$ cat config.mk
export PLATFORM = sky130hd
export DESIGN_NAME = proximity_status_led_blinker_unit_flat
export DESIGN_NICKNAME = d
export VERILOG_FILES = /design/src/rtl/pslb_pkg.sv /design/src/rtl/pslb_item_if.sv /design/src/rtl/pslb_result_if.sv /design/src/rtl/proximity_status_led_blinker_unit.sv /design/src/flat_wrapper.sv
export SDC_FILE = /design/constraint.sdc
export NUM_CORES = 1
export LEC_CHECK = 0
export ABC_CLOCK_PERIOD_IN_PS = 10450
export BUFFER_PORTS_ARGS = -buffer_cell sky130_fd_sc_hd__buf_2
export CORE_AREA = 10 10 277 279
export CTS_BUF_LIST = sky130_fd_sc_hd__clkbuf_4 sky130_fd_sc_hd__clkbuf_8 sky130_fd_sc_hd__clkbuf_16
export DETAILED_ROUTE_END_ITERATION = 12
export DIE_AREA = 0 0 287 289
export PLACE_DENSITY = 0.45
export SYNTH_ARGS = -nofsm -noshare
export SYNTH_HDL_FRONTEND = slang
export SYNTH_SLANG_ARGS = --single-unit
$ cat constraint.sdc
create_clock -name clk -period 10.45 [get_ports clk]
set_input_delay 2.09 -clock clk [delete_from_list [all_inputs] [get_ports clk]]
set_output_delay 2.09 -clock clk [all_outputs]
set_load 0.02 [all_outputs]
$ cat src/rtl/pslb_pkg.sv
// ----------------------------------------------------------------------------
// pslb_pkg
// Shared types and constants for the proximity status LED blinker.
// ----------------------------------------------------------------------------
`default_nettype none

package pslb_pkg;

  typedef enum logic [1:0] {
    MODE_READY_NEAR     = 2'd0,
    MODE_NOT_READY_NEAR = 2'd1,
    MODE_READY_FAR      = 2'd2,
    MODE_NOT_READY_FAR  = 2'd3
  } mode_t;

  typedef enum logic {
    ACT_TICK       = 1'b0,
    ACT_SET_RESULT = 1'b1
  } action_t;

  typedef enum logic [1:0] {
    REG_SAMPLE_PERIOD  = 2'd0,
    REG_NEAR_THRESHOLD = 2'd1,
    REG_SLOW_THRESHOLD = 2'd2,
    REG_READY_INTENS   = 2'd3
  } reg_index_t;

  localparam int unsigned CfgDataWidth = 32;
  localparam int unsigned CfgIndexWidth = 2;

  localparam logic [15:0] SamplePeriodReset = 16'd60;
  localparam logic [8:0]  NearThresholdReset = 9'd30;
  localparam logic [31:0] SlowThresholdReset = 32'd60000;
  localparam logic [7:0]  ReadyIntensityReset = 8'd50;

  localparam logic [14:0] EchoLimitUs = 15'd25000;
  localparam logic [7:0]  DutyOff = 8'd255;
  localparam logic [7:0]  DutyOn = 8'd0;
  localparam logic signed [9:0] NoDistance = -10'sd1;

  // 0.034 cm/us round trip -> echo*17/1000; the /1000 is a reciprocal multiply,
  // exact for every product below 2^29/88.
  localparam logic [4:0]  EchoScale = 5'd17;
  localparam logic [19:0] Div1000Mul = 20'd536871;
  localparam int unsigned Div1000Shift = 29;

  // On/off durations in ms of the far blink patterns.
  localparam logic [9:0] PatShortMs = 10'd100;
  localparam logic [9:0] PatReadyLongMs = 10'd700;
  localparam logic [9:0] PatNotReadyLongMs = 10'd900;

  function automatic logic [9:0] pattern_dur(input mode_t mode, input logic [1:0] step);
    logic [9:0] dur;
    if (mode == MODE_READY_FAR) begin
      dur = (step == 2'd3) ? PatReadyLongMs : PatShortMs;
    end else begin
      dur = step[0] ? PatNotReadyLongMs : PatShortMs;
    end
    return dur;
  endfunction

endpackage

`default_nettype wire

$ cat src/rtl/pslb_item_if.sv
// ----------------------------------------------------------------------------
// pslb_item_if
// Input channel: tick or set-result item with valid/ready handshake.
// ----------------------------------------------------------------------------
`default_nettype none

interface pslb_item_if;
  logic        valid;
  logic        ready;
  logic        action;
  logic [31:0] now_ms;
  logic [14:0] echo_us;
  logic        ready_req;
  logic [31:0] duration_ms;

  modport source (output valid, action, now_ms, echo_us, ready_req, duration_ms,
                  input ready);
  modport sink (input valid, action, now_ms, echo_us, ready_req, duration_ms,
                output ready);
endinterface

`default_nettype wire

$ cat src/rtl/pslb_result_if.sv
// ----------------------------------------------------------------------------
// pslb_result_if
// Output channel: LED duties, mode and last distance with valid/ready.
// ----------------------------------------------------------------------------
`default_nettype none

interface pslb_result_if;
  logic              valid;
  logic              ready;
  logic [7:0]        red_duty;
  logic [7:0]        green_duty;
  logic [7:0]        blue_duty;
  logic [1:0]        led_mode;
  logic signed [9:0] distance_cm;

  modport source (output valid, red_duty, green_duty, blue_duty, led_mode, distance_cm,
                  input ready);
  modport sink (input valid, red_duty, green_duty, blue_duty, led_mode, distance_cm,
                output ready);
endinterface

`default_nettype wire

$ cat src/rtl/proximity_status_led_blinker_unit.sv
// ----------------------------------------------------------------------------
// proximity_status_led_blinker_unit
// Status LED driver: distance sampling, ready/near mode and far blink patterns.
// ----------------------------------------------------------------------------
// Takes one item per clock cycle unless stalled. Each item is captured in an
// input register, goes through the update logic (wrapping sample-period check,
// distance by reciprocal multiply, mode select and blink step) and lands in a
// result register once that register is free or being read out. The
// result register and the input register each hold one item; the block keeps
// accepting while a finished result waits, and stalls only when both are full.
// Configuration writes go through wr_en/wr_index/wr_data and take effect on
// the next clock; write them only while no item is in flight.
`default_nettype none

module proximity_status_led_blinker_unit (
  input  wire logic                                clk,
  input  wire logic                                rst,
  pslb_item_if.sink                                item,
  pslb_result_if.source                            result,
  input  wire logic                                wr_en,
  input  wire logic [pslb_pkg::CfgIndexWidth-1:0]  wr_index,
  input  wire logic [pslb_pkg::CfgDataWidth-1:0]   wr_data
);

  // configuration
  logic [15:0] sample_period_ms;
  logic [8:0]  near_threshold_cm;
  logic [31:0] slow_threshold_ms;
  logic [7:0]  lit_duty;

  always_ff @(posedge clk) begin
    if (rst) begin
      sample_period_ms  <= pslb_pkg::SamplePeriodReset;
      near_threshold_cm <= pslb_pkg::NearThresholdReset;
      slow_threshold_ms <= pslb_pkg::SlowThresholdReset;
      lit_duty          <= pslb_pkg::ReadyIntensityReset;
    end else if (wr_en) begin
      case (pslb_pkg::reg_index_t'(wr_index))
        pslb_pkg::REG_SAMPLE_PERIOD:  sample_period_ms  <= wr_data[15:0];
        pslb_pkg::REG_NEAR_THRESHOLD: near_threshold_cm <= wr_data[8:0];
        pslb_pkg::REG_SLOW_THRESHOLD: slow_threshold_ms <= wr_data[31:0];
        pslb_pkg::REG_READY_INTENS:   lit_duty          <= wr_data[7:0];
        default: ;
      endcase
    end
  end

  // input register
  logic        in_valid;
  logic        in_action;
  logic [31:0] in_now_ms;
  logic [14:0] in_echo_us;
  logic        in_ready_req;
  logic [31:0] in_duration_ms;

  logic advance;
  logic in_xfer;

  assign advance    = in_valid && (!result.valid || result.ready);
  assign item.ready = !in_valid || advance;
  assign in_xfer    = item.valid && item.ready;

  always_ff @(posedge clk) begin
    if (rst) begin
      in_valid <= 1'b0;
    end else if (in_xfer) begin
      in_valid <= 1'b1;
    end else if (advance) begin
      in_valid <= 1'b0;
    end
  end

  always_ff @(posedge clk) begin
    if (in_xfer) begin
      in_action      <= item.action;
      in_now_ms      <= item.now_ms;
      in_echo_us     <= item.echo_us;
      in_ready_req   <= item.ready_req;
      in_duration_ms <= item.duration_ms;
    end
  end

  // state
  pslb_pkg::mode_t   mode, mode_next;
  logic [1:0]        pattern_step, pattern_step_next;
  logic              lamp_on, lamp_on_next;
  logic [31:0]       step_start_ms, step_start_ms_next;
  logic [31:0]       last_sample_ms, last_sample_ms_next;
  logic signed [9:0] last_distance, last_distance_next;
  logic              result_ready, result_ready_next;
  logic              result_slow, result_slow_next;

  // distance arithmetic
  logic [19:0] echo_scaled;
  logic [39:0] div_prod;
  logic [8:0]  dist_cm;
  logic        echo_ok;
  logic        sample_due;
  logic        near;
  logic [31:0] step_elapsed;
  logic        step_due;
  pslb_pkg::mode_t target;

  assign echo_scaled = 20'(in_echo_us) * 20'(pslb_pkg::EchoScale);
  assign div_prod    = 40'(echo_scaled) * 40'(pslb_pkg::Div1000Mul);
  assign dist_cm     = div_prod[pslb_pkg::Div1000Shift +: 9];
  assign echo_ok     = (in_echo_us != '0) && (in_echo_us <= pslb_pkg::EchoLimitUs);
  assign sample_due  = (in_now_ms - last_sample_ms) >= {16'd0, sample_period_ms};
  assign step_elapsed = in_now_ms - step_start_ms;
  assign step_due    = step_elapsed >= {22'd0, pslb_pkg::pattern_dur(mode, pattern_step)};

  always_comb begin
    last_sample_ms_next = last_sample_ms;
    last_distance_next  = last_distance;
    mode_next           = mode;
    pattern_step_next   = pattern_step;
    lamp_on_next        = lamp_on;
    step_start_ms_next  = step_start_ms;
    result_ready_next   = result_ready;
    result_slow_next    = result_slow;
    near                = 1'b0;
    target              = mode;

    if (pslb_pkg::action_t'(in_action) == pslb_pkg::ACT_SET_RESULT) begin
      result_ready_next = in_ready_req;
      result_slow_next  = in_ready_req && (in_duration_ms > slow_threshold_ms);
    end else begin
      if (sample_due) begin
        last_sample_ms_next = in_now_ms;
        last_distance_next  = echo_ok ? $signed({1'b0, dist_cm}) : pslb_pkg::NoDistance;
      end
      near   = !last_distance_next[9] && (last_distance_next[8:0] <= near_threshold_cm);
      target = pslb_pkg::mode_t'({!near, !result_ready});
      if (target != mode) begin
        // restarting the pattern: elapsed time is zero, so no step this tick
        mode_next          = target;
        pattern_step_next  = '0;
        lamp_on_next       = target[1];
        step_start_ms_next = in_now_ms;
      end else if (mode[1] && step_due) begin
        step_start_ms_next = in_now_ms;
        if (mode == pslb_pkg::MODE_READY_FAR) begin
          pattern_step_next = pattern_step + 2'd1;
        end else begin
          pattern_step_next = {1'b0, !pattern_step[0]};
        end
        lamp_on_next = !pattern_step_next[0];
      end
    end
  end

  always_ff @(posedge clk) begin
    if (rst) begin
      mode           <= pslb_pkg::MODE_NOT_READY_NEAR;
      pattern_step   <= '0;
      lamp_on        <= 1'b0;
      step_start_ms  <= '0;
      last_sample_ms <= '0;
      last_distance  <= pslb_pkg::NoDistance;
      result_ready   <= 1'b0;
      result_slow    <= 1'b0;
    end else if (advance) begin
      mode           <= mode_next;
      pattern_step   <= pattern_step_next;
      lamp_on        <= lamp_on_next;
      step_start_ms  <= step_start_ms_next;
      last_sample_ms <= last_sample_ms_next;
      last_distance  <= last_distance_next;
      result_ready   <= result_ready_next;
      result_slow    <= result_slow_next;
    end
  end

  // displayed color from the updated state
  logic [7:0] red_next, green_next, blue_next;
  logic       show_ready, show_white;

  always_comb begin
    red_next   = pslb_pkg::DutyOff;
    green_next = pslb_pkg::DutyOff;
    blue_next  = pslb_pkg::DutyOff;
    show_ready = 1'b0;
    show_white = 1'b0;
    case (mode_next)
      pslb_pkg::MODE_READY_NEAR:     show_ready = 1'b1;
      pslb_pkg::MODE_NOT_READY_NEAR: show_ready = 1'b0;
      pslb_pkg::MODE_READY_FAR:      show_ready = lamp_on_next;
      pslb_pkg::MODE_NOT_READY_FAR:  show_white = lamp_on_next;
      default: ;
    endcase
    if (show_ready) begin
      if (result_slow_next) begin
        red_next = lit_duty;
      end else begin
        green_next = lit_duty;
      end
    end else if (show_white) begin
      red_next   = pslb_pkg::DutyOn;
      green_next = pslb_pkg::DutyOn;
      blue_next  = pslb_pkg::DutyOn;
    end
  end

  // result register
  always_ff @(posedge clk) begin
    if (rst) begin
      result.valid <= 1'b0;
    end else if (advance) begin
      result.valid <= 1'b1;
    end else if (result.ready) begin
      result.valid <= 1'b0;
    end
  end

  always_ff @(posedge clk) begin
    if (advance) begin
      result.red_duty    <= red_next;
      result.green_duty  <= green_next;
      result.blue_duty   <= blue_next;
      result.led_mode    <= mode_next;
      result.distance_cm <= last_distance_next;
    end
  end

  // near modes never blink, so the pattern index stays at its start
  a_near_step_idle: assert property (@(posedge clk) disable iff (rst)
    !mode[1] |-> (pattern_step == 2'd0 && lamp_on == 1'b0))
    else $error("pattern running in a near mode");

  a_not_ready_far_step: assert property (@(posedge clk) disable iff (rst)
    (mode == pslb_pkg::MODE_NOT_READY_FAR) |-> (pattern_step[1] == 1'b0 &&
                                                lamp_on == !pattern_step[0]))
    else $error("not-ready far pattern out of step");

  a_not_ready_near_dark: assert property (@(posedge clk) disable iff (rst)
    (result.valid && result.led_mode == pslb_pkg::MODE_NOT_READY_NEAR) |->
      (result.red_duty == pslb_pkg::DutyOff && result.green_duty == pslb_pkg::DutyOff &&
       result.blue_duty == pslb_pkg::DutyOff))
    else $error("LED lit in not-ready near mode");

  a_distance_range: assert property (@(posedge clk) disable iff (rst)
    !last_distance[9] |-> (last_distance[8:0] <= 9'd425))
    else $error("sampled distance beyond sensor range");

endmodule

`default_nettype wire
$ cat src/flat_wrapper.sv
// flat-port wrapper written by rule: the top's interface ports become plain ports
module proximity_status_led_blinker_unit_flat 
  (clk, rst, wr_en, wr_index, wr_data, item_valid, item_action, item_now_ms, item_echo_us, item_ready_req, item_duration_ms, item_ready, result_valid, result_red_duty, result_green_duty, result_blue_duty, result_led_mode, result_distance_cm, result_ready);
  pslb_item_if item_i ();
  pslb_result_if result_i ();
  input  wire logic clk;
  input  wire logic rst;
  input  wire logic wr_en;
  input  wire logic [pslb_pkg::CfgIndexWidth-1:0] wr_index;
  input  wire logic [pslb_pkg::CfgDataWidth-1:0] wr_data;
  input wire logic [$bits(item_i.valid)-1:0] item_valid;
  input wire logic [$bits(item_i.action)-1:0] item_action;
  input wire logic [$bits(item_i.now_ms)-1:0] item_now_ms;
  input wire logic [$bits(item_i.echo_us)-1:0] item_echo_us;
  input wire logic [$bits(item_i.ready_req)-1:0] item_ready_req;
  input wire logic [$bits(item_i.duration_ms)-1:0] item_duration_ms;
  output wire logic [$bits(item_i.ready)-1:0] item_ready;
  output wire logic [$bits(result_i.valid)-1:0] result_valid;
  output wire logic [$bits(result_i.red_duty)-1:0] result_red_duty;
  output wire logic [$bits(result_i.green_duty)-1:0] result_green_duty;
  output wire logic [$bits(result_i.blue_duty)-1:0] result_blue_duty;
  output wire logic [$bits(result_i.led_mode)-1:0] result_led_mode;
  output wire logic [$bits(result_i.distance_cm)-1:0] result_distance_cm;
  input wire logic [$bits(result_i.ready)-1:0] result_ready;
  assign item_i.valid = item_valid;
  assign item_i.action = item_action;
  assign item_i.now_ms = item_now_ms;
  assign item_i.echo_us = item_echo_us;
  assign item_i.ready_req = item_ready_req;
  assign item_i.duration_ms = item_duration_ms;
  assign item_ready = item_i.ready;
  assign result_valid = result_i.valid;
  assign result_red_duty = result_i.red_duty;
  assign result_green_duty = result_i.green_duty;
  assign result_blue_duty = result_i.blue_duty;
  assign result_led_mode = result_i.led_mode;
  assign result_distance_cm = result_i.distance_cm;
  assign result_i.ready = result_ready;
  proximity_status_led_blinker_unit u_core (.clk(clk), .rst(rst), .item(item_i), .result(result_i), .wr_en(wr_en), .wr_index(wr_index), .wr_data(wr_data));
endmodule
# After elaboration in Yosys (flattened, before gate mapping)
# Cells that the tools add are included.
# word_totals
out_inout_bits	38
input_bits	120
regBits	265
# classes
eq_ne	8
order_cmp	5
bitwise_logic	1
mul	2
n_mux	32
n_addsub	3
reduce_logical	28
# ops
op	n
10-bit two-way mux	7
32-bit two-way mux	2
32-bit subtractor	2
8-bit two-way mux	5
20-bit by 20-bit multiplier with 38-bit output, second input constant	1
32-bit by 10-bit >= comparator with 1-bit output	1
32-bit by 16-bit >= comparator with 1-bit output	1
32-bit > comparator	1
15-bit by 5-bit multiplier with 20-bit output, second input constant	1
2-bit two-way mux	8
15-bit <= comparator, second input constant	1
15-bit nonzero test	1
2-bit equality test, second input constant	6
2-bit AND reduction	5
9-bit <= comparator	1
1-bit two-way mux	9
1-bit zero test	7
1-bit logical AND	6
3-bit AND reduction	2
2-bit nonzero test	3
2-bit zero test	2
2-bit by 1-bit adder with 2-bit output, second input constant	1
2-bit by 1-bit equality test with 1-bit output, second input constant	1
1-bit logical OR	2
3 further kinds	3

# Longest topological paths before layout
# depth
word_depth	18
depth_mapped	47
mapped_depth_nobuf	46

# Worst setup path after synthesis
# Ideal clock, no wire load.
# synth_path
path_type	register -> register
from	reg u_core.in_echo_us[1]
to	reg u_core.result.green_duty[0], data pin
required_ns	10.179
n_path_buf	1
path_slack_ns	0.368
period_less_slack_ns	10.082
setup_ns	0.271
stages_incl_launch_ff	46
t_arrival_ns	9.811
cell_sequence	edfxtp_1 > ha_1 > ha_1 > fa_1 > a21o_1 > a21oi_1 > o21bai_1 > a21oi_1 > o21bai_1 > a21oi_1 > o21bai_1 > a21oi_1 > nor2b_1 > o21ai_0 > xnor2_1 > ha_1 > inv_1 > fa_1 > (+10 left out) > o221ai_1 > a211oi_1 > a21oi_1 > a21oi_1 > xnor2_1 > xnor2_1 > a31oi_1 > ha_1 > nand2_1 > nor2_1 > nand4_1 > o21ai_0 > nand4b_1 > nor4_1 > nor2_1 > a211oi_2 > buf_2 > o22ai_1
# synth_via
elab_chain_len	15
# synth_lines
item	line_no	source
start: declaration	proximity_status_led_blinker_unit.sv:52	logic [14:0] in_echo_us;
start signal: assignment	proximity_status_led_blinker_unit.sv:77	in_echo_us <= item.echo_us;
15-bit by 5-bit multiplier with 20-bit output, or another cell as far along	proximity_status_led_blinker_unit.sv:104	assign echo_scaled = 20'(in_echo_us) * 20'(pslb_pkg::EchoScale);
20-bit by 20-bit multiplier with 38-bit output or 1-bit logical AND (tied branches)	proximity_status_led_blinker_unit.sv:105, proximity_status_led_blinker_unit.sv:107	
10-bit two-way mux *	proximity_status_led_blinker_unit.sv:130	last_distance_next = echo_ok ? $signed({1'b0, dist_cm}) : pslb_pkg::NoDistance;
10-bit two-way mux *	proximity_status_led_blinker_unit.sv:128	if (sample_due) begin
10-bit two-way mux *	proximity_status_led_blinker_unit.sv:124	if (pslb_pkg::action_t'(in_action) == pslb_pkg::ACT_SET_RESULT) begin
9-bit <= comparator or 1-bit zero test (tied branches)	proximity_status_led_blinker_unit.sv:132	near = !last_distance_next[9] && (last_distance_next[8:0] <= near_threshold_cm);
1-bit logical AND *	proximity_status_led_blinker_unit.sv:132	
1-bit zero test *	proximity_status_led_blinker_unit.sv:133	target = pslb_pkg::mode_t'({!near, !result_ready});
2-bit != test	proximity_status_led_blinker_unit.sv:134	if (target != mode) begin
2-bit two-way mux	proximity_status_led_blinker_unit.sv:134	
2-bit two-way mux	proximity_status_led_blinker_unit.sv:124	
2-bit equality test	proximity_status_led_blinker_unit.sv:184	case (mode_next)
1-bit two-way mux	proximity_status_led_blinker_unit.sv:184	
8-bit two-way mux	proximity_status_led_blinker_unit.sv:197	end else if (show_white) begin
8-bit two-way mux *	proximity_status_led_blinker_unit.sv:191	if (show_ready) begin
net u_core.green_next[0]	proximity_status_led_blinker_unit.sv:175	logic [7:0] red_next, green_next, blue_next;
end signal: assignment	proximity_status_led_blinker_unit.sv:218	result.green_duty <= green_next;
end: declaration	pslb_result_if.sv:16	modport source (output valid, red_duty, green_duty, blue_duty, led_mode, distance_cm,
# Mark *: on every way through the listed nets, which the timed path passes. The rest lies on a longest branch. The select of a mux whose other input is x is not followed.
# A chain may end at the register's enable or synchronous reset.

# Worst setup path in the final report
# layout_path
from	reg u_core.in_echo_us[5]
to	reg u_core.pattern_step[0]
# layout_via
elab_chain_len	11
# layout_lines
item	line_no	source
15-bit by 5-bit multiplier with 20-bit output, or another cell as far along	proximity_status_led_blinker_unit.sv:104	
20-bit by 20-bit multiplier with 38-bit output or 1-bit logical AND (tied branches)	proximity_status_led_blinker_unit.sv:105, proximity_status_led_blinker_unit.sv:107	
10-bit two-way mux *	proximity_status_led_blinker_unit.sv:130	
10-bit two-way mux *	proximity_status_led_blinker_unit.sv:128	
10-bit two-way mux *	proximity_status_led_blinker_unit.sv:124	
9-bit <= comparator or 1-bit zero test (tied branches)	proximity_status_led_blinker_unit.sv:132	
1-bit logical AND *	proximity_status_led_blinker_unit.sv:132	
1-bit zero test *	proximity_status_led_blinker_unit.sv:133	
2-bit != test *	proximity_status_led_blinker_unit.sv:134	
2-bit nonzero test (no line)	-	
3-bit AND reduction (no line)	-	
end signal: assignment	proximity_status_led_blinker_unit.sv:164	pattern_step <= pattern_step_next;
end: declaration	proximity_status_led_blinker_unit.sv:85	logic [1:0] pattern_step, pattern_step_next;
# Mark *: on every way between the ends. The rest lies on a longest branch, timed or not. The select of a mux whose other input is x is not followed.

==> report_table.html <==
<table>
<tr><th>Metric</th><th>Value</th></tr>
<tr><th colspan="2">Outcome</th></tr>
<tr><td>Result of the run</td><td>complete, no violations</td></tr>
<tr><th colspan="2">Route</th></tr>
<tr><td>Violation count after the first detailed-route iteration</td><td>just over 900</td></tr>
<tr><td>Total number of vias</td><td>17100</td></tr>
<tr><td>Post-route ant nets</td><td>0</td></tr>
<tr><td>Via density</td><td>4.92</td></tr>
<tr><td>TritonRoute pass-1 iters</td><td>5</td></tr>
<tr><td>Average wire length per cell after detail routing</td><td>about 19 um</td></tr>
<tr><td>Total DRC errors in the routed layout</td><td>0</td></tr>
<tr><td>Total length of routed wires</td><td>64900 um</td></tr>
<tr><th colspan="2">Layout</th></tr>
<tr><td>Fill count</td><td>~7400</td></tr>
<tr><td>Final design area excluding fillers</td><td>roughly 25000 um2</td></tr>
<tr><td>Fin cells</td><td>3485</td></tr>
<tr><td>Multi-input logic area</td><td>13500 um2</td></tr>
<tr><td>Total Nets Final</td><td>between 3000 and 4000</td></tr>
<tr><td>Layout Utilization</td><td>a little over a third</td></tr>
<tr><td>Combined flip-flop and latch cell area</td><td>6270 um2</td></tr>
<tr><td>Signed area change from the synthesized netlist to the final layout</td><td>17.6%</td></tr>
<tr><td>Fraction of final layout cells with drive strength greater than 1</td><td>between 10% and 20%</td></tr>
<tr><th colspan="2">Power</th></tr>
<tr><td>Total chip power</td><td>around 8 mW</td></tr>
<tr><td>Leakage power summed over all cells</td><td>between 10 and 15 nW</td></tr>
<tr><td>Power density over the cells</td><td>322 nW/um2</td></tr>
<tr><td>Peak supply drop</td><td>0.000372 V</td></tr>
<tr><th colspan="2">STA</th></tr>
<tr><td>Period minus WS final</td><td>~9900 ps</td></tr>
<tr><td>Final worst hold slack</td><td>roughly 450 ps</td></tr>
<tr><td>Final count of pins violating max slew</td><td>0</td></tr>
<tr><td>Count of final setup violators</td><td>0</td></tr>
<tr><td>TNS Setup</td><td>0 ps</td></tr>
<tr><td>Fmax</td><td>roughly 100 MHz</td></tr>
<tr><td>Number of hold violations in the final report</td><td>0</td></tr>
<tr><td>Worst slew margin</td><td>around 24%</td></tr>
<tr><td>Post-Route Skew</td><td>around 25 ps</td></tr>
<tr><td>Post-route clock period utilization</td><td>between 90% and 100%</td></tr>
<tr><td>Fin worst setup slack</td><td>about 520 ps</td></tr>
<tr><td>Least-Margin Pin Slew</td><td>roughly 1100 ps</td></tr>
<tr><th colspan="2">Floorplan</th></tr>
<tr><td>Width of the die</td><td>approximately 290 um</td></tr>
<tr><td>Die Footprint</td><td>82900 um2</td></tr>
<tr><td>Initial Utilization</td><td>between 20% and 30%</td></tr>
<tr><td>Count of boundary I/O pins</td><td>roughly 160</td></tr>
<tr><td>Site row count</td><td>98</td></tr>
<tr><td>Floorplan Core Area</td><td>between 70000 and 80000 um2</td></tr>
<tr><td>Vert. Die Dim</td><td>between 200 and 300 um</td></tr>
<tr><th colspan="2">GRT</th></tr>
<tr><td>Pin count of the biggest net entering global routing</td><td>between 80 and 90</td></tr>
<tr><td>Vias in the first global route</td><td>around 17000</td></tr>
<tr><td>Gr usage total</td><td>15.3%</td></tr>
<tr><td>Global-route wire length before repair</td><td>100000 um</td></tr>
<tr><td>Initial antenna violation count</td><td>3</td></tr>
<tr><td>Overflow after GRT</td><td>0</td></tr>
<tr><th colspan="2">Min path</th></tr>
<tr><td>Sink of the worst hold path</td><td>u_core.slow_threshold_ms[27]</td></tr>
<tr><td>Worst hold stages</td><td>2</td></tr>
<tr><td>Min-Delay Startpoint</td><td>u_core.slow_threshold_ms[27]</td></tr>
<tr><td>Type of the tightest min-delay check</td><td>reg2reg</td></tr>
<tr><th colspan="2">Place</th></tr>
<tr><td>Detailed placer's ending HPWL</td><td>50300 um</td></tr>
<tr><td>Number of cells after detailed placement</td><td>about 3400</td></tr>
<tr><td>Area of placed instances</td><td>about 23000 um2</td></tr>
<tr><td>Routability Congestion</td><td>between 0.8 and 0.9</td></tr>
<tr><td>Pre-CTS setup slack</td><td>-724 ps</td></tr>
<tr><td>Total of buffers placed on input and output ports</td><td>around 160</td></tr>
<tr><th colspan="2">Synthesis</th></tr>
<tr><td>Ys flop type</td><td>sky130_fd_sc_hd__dfxtp_1</td></tr>
<tr><td>Count of flip-flops with a built-in enable after synthesis</td><td>110</td></tr>
<tr><td>Synth top area cells</td><td>sky130_fd_sc_hd__ha_1 (19%), sky130_fd_sc_hd__edfxtp_1 (16%), sky130_fd_sc_hd__dfxtp_1 (14%), sky130_fd_sc_hd__fa_1 (8.2%), sky130_fd_sc_hd__inv_1 (5.6%)</td></tr>
<tr><td>Gate count of the mapped netlist</td><td>2330</td></tr>
<tr><td>Synthesized netlist net count</td><td>around 2900</td></tr>
<tr><td>Mean cell area of the mapped netlist</td><td>a little over 9 um2</td></tr>
<tr><td>Sequential element share of the synthesized area</td><td>29.7%</td></tr>
<tr><td>Yosys Warn Count</td><td>0</td></tr>
<tr><td>Async SR Flop Fraction</td><td>0%</td></tr>
<tr><td>Adder-cell area share of the yosys netlist</td><td>around 27%</td></tr>
<tr><td>Syn Std Cell Area</td><td>~21000 um2</td></tr>
<tr><td>Flip-flop and latch count after synthesis</td><td>between 200 and 300</td></tr>
<tr><td>Post-synthesis cell type count</td><td>80</td></tr>
<tr><td>Multiplexer share of the synthesized area</td><td>under 10%</td></tr>
<tr><td>Proportion of netlist area held by the largest area contributor</td><td>a little under a fifth</td></tr>
<tr><td>Post-synthesis share of cell area spent on xor and xnor gates</td><td>under 10%</td></tr>
<tr><td>Compound-cell area share of the yosys netlist</td><td>between 10% and 20%</td></tr>
<tr><td>Largest family of logic cells by synthesized area</td><td>adder cells</td></tr>
<tr><td>Simple logic cell fraction of the synthesized area</td><td>between 10% and 20%</td></tr>
<tr><td>Area leader, netlist</td><td>sky130_fd_sc_hd__ha_1</td></tr>
<tr><th colspan="2">Worst setup path</th></tr>
<tr><td>Endpoint of the worst register-to-register path</td><td>u_core.pattern_step[0]</td></tr>
<tr><td>Arrival @ worst endpoint</td><td>10410 ps</td></tr>
<tr><td>Setup slack on the worst flop-to-flop path</td><td>520 ps</td></tr>
<tr><td>Critical path type</td><td>reg2reg</td></tr>
<tr><td>Reg2reg start</td><td>u_core.in_echo_us[5]</td></tr>
<tr><td>Kind of capture point of the worst setup path</td><td>register</td></tr>
<tr><td>Largest driver fanout on the critical path</td><td>6</td></tr>
<tr><td>Slowest cell on the critical path</td><td>sky130_fd_sc_hd__fa_1</td></tr>
<tr><td>Worst setup SP type</td><td>register</td></tr>
<tr><td>Depth of the worst register-to-register path</td><td>40</td></tr>
<tr><td>Most used cell, CP</td><td>sky130_fd_sc_hd__fa_1</td></tr>
<tr><td>Crit path required time</td><td>between 10000 and 15000 ps</td></tr>
<tr><td>Largest incremental delay on the critical path</td><td>580 ps</td></tr>
<tr><th colspan="2">Clock network</th></tr>
<tr><td>Maximum root-to-sink buffer count</td><td>3</td></tr>
<tr><td>TritonCTS clock tree</td><td>done</td></tr>
<tr><td>Root buf cell</td><td>sky130_fd_sc_hd__clkbuf_16</td></tr>
<tr><td>Maximum level of the CTS H-tree</td><td>2</td></tr>
<tr><td>CTS Sinks</td><td>around 260</td></tr>
<tr><td>Clock transition at the register clock pins on the worst setup and hold paths after CTS</td><td>60 ps</td></tr>
<tr><td>Number of buffers inserted during clock tree synthesis</td><td>36</td></tr>
<tr><td>Clock insertion delay at the later pin of the skew report</td><td>~570 ps</td></tr>
<tr><th colspan="2">Job</th></tr>
<tr><td>Number of max-cap violations</td><td>0</td></tr>
</table>
-- logic make-up after synthesis --
family	Yosys count
fa+ha+maj	405
compound gates	488
xor+xnor	66
buf+inv	410
flops	258
simple gates	626
mux	77
-- synthesized netlist by cell type (46+ instances only) --
cell,count
sky130_fd_sc_hd__fa_1,87
sky130_fd_sc_hd__inv_1,314
sky130_fd_sc_hd__nand2_1,278
sky130_fd_sc_hd__dfxtp_1,148
sky130_fd_sc_hd__o21ai_0,54
sky130_fd_sc_hd__mux2i_1,73
sky130_fd_sc_hd__nor2_1,120
sky130_fd_sc_hd__ha_1,318
sky130_fd_sc_hd__clkbuf_1,58
sky130_fd_sc_hd__xnor2_1,46
sky130_fd_sc_hd__a21oi_1,152
sky130_fd_sc_hd__edfxtp_1,110
-- worst max-delay path by stage --
stage | from | end | slack (ps) | cells past startpoint
floorplan | u_core.in_echo_us[1] | u_core.result.green_duty[0] | 370 | 45
global placement | u_core.in_echo_us[1] | u_core.result.red_duty[2] | -400 | 44
detailed placement | u_core.in_echo_us[1] | u_core.result.red_duty[2] | -720 | 46
CTS | u_core.in_echo_us[1] | u_core.step_start_ms[14] | 20 | 49
global route | u_core.in_echo_us[5] | u_core.step_start_ms[11] | -20 | 49
finish | u_core.in_echo_us[5] | u_core.pattern_step[0] | 520 | 40
-- where the power goes --
part / switching [mW] / total [mW] / leakage, nW / internal [mW]
Clock: 0.498 / 1.26 / 0.617 / 0.765
Sequential: 0.0488 / 1.18 / 2.26 / 1.14
Combinational: 2.96 / 5.55 / 7.72 / 2.58
Total: 3.51 / 7.99 / 10.6 / 4.48
-- layout make-up --
class	instances	area share [%]
antenna	1	0.0101
clock buffer	54	4.32
clock inverter	12	0.584
inverter	316	4.78
multi-input combinational	1662	54.5
sequential	258	25.2
tap	950	4.79
timing repair buffer	232	5.76
-- worst max-delay path: cells and delay by family, from the launching register on --
family | cells | cell delay [ps]
buffers and inverters | 3 | 460
adder cells (fa/ha/maj) | 11 | 4390
flip-flops | 1 | 390
AND/OR/NAND/NOR | 6 | 1160
XOR/XNOR | 2 | 470
AO/OA/AOI/OAI | 18 | 2980
-- cell usage in the layout (no fill, tap or decap), drive strengths merged, types with 57 or more instances in the layout --
cell	count
nand2	278
a21oi	157
buf	232
mux2i	73
nor2	120
dfxtp	148
edfxtp	110
ha	318
o21ai	57
inv	315
fa	87
-- per-layer routing --
metal,part of all wire (%),global-route usage [%],vias to the layer above
li1,-,-,8479
met1,44,18.6,8317
met2,51,27.7,264
met3,3.1,2.01,79
met4,2.4,4.40,0
met5,0,0,-
-- what timing repair did --
action                                  4_1_cts  5_1_grt
hold endpoints to repair                      0        0
cloned                                        2        0
buffers inserted                              5        6
endpoints found under the setup margin       53       54
pin swaps                                    11       29
hold buffers                                  0        0
resized for setup                            17       39
-- registers in the layout (all words and copies together) (netlist names), 8 cells and up --
signal	count
u_core.lit_duty	8
u_core.sample_period_ms	16
u_core.in_duration_ms	32
u_core.step_start_ms	32
u_core.last_distance	10
u_core.result.red_duty	8
u_core.result.green_duty	8
u_core.result.distance_cm	10
u_core.in_echo_us	15
u_core.slow_threshold_ms	32
u_core.last_sample_ms	32
u_core.near_threshold_cm	9
u_core.in_now_ms	32
Note: power is estimated with default switching activity, not from simulation.
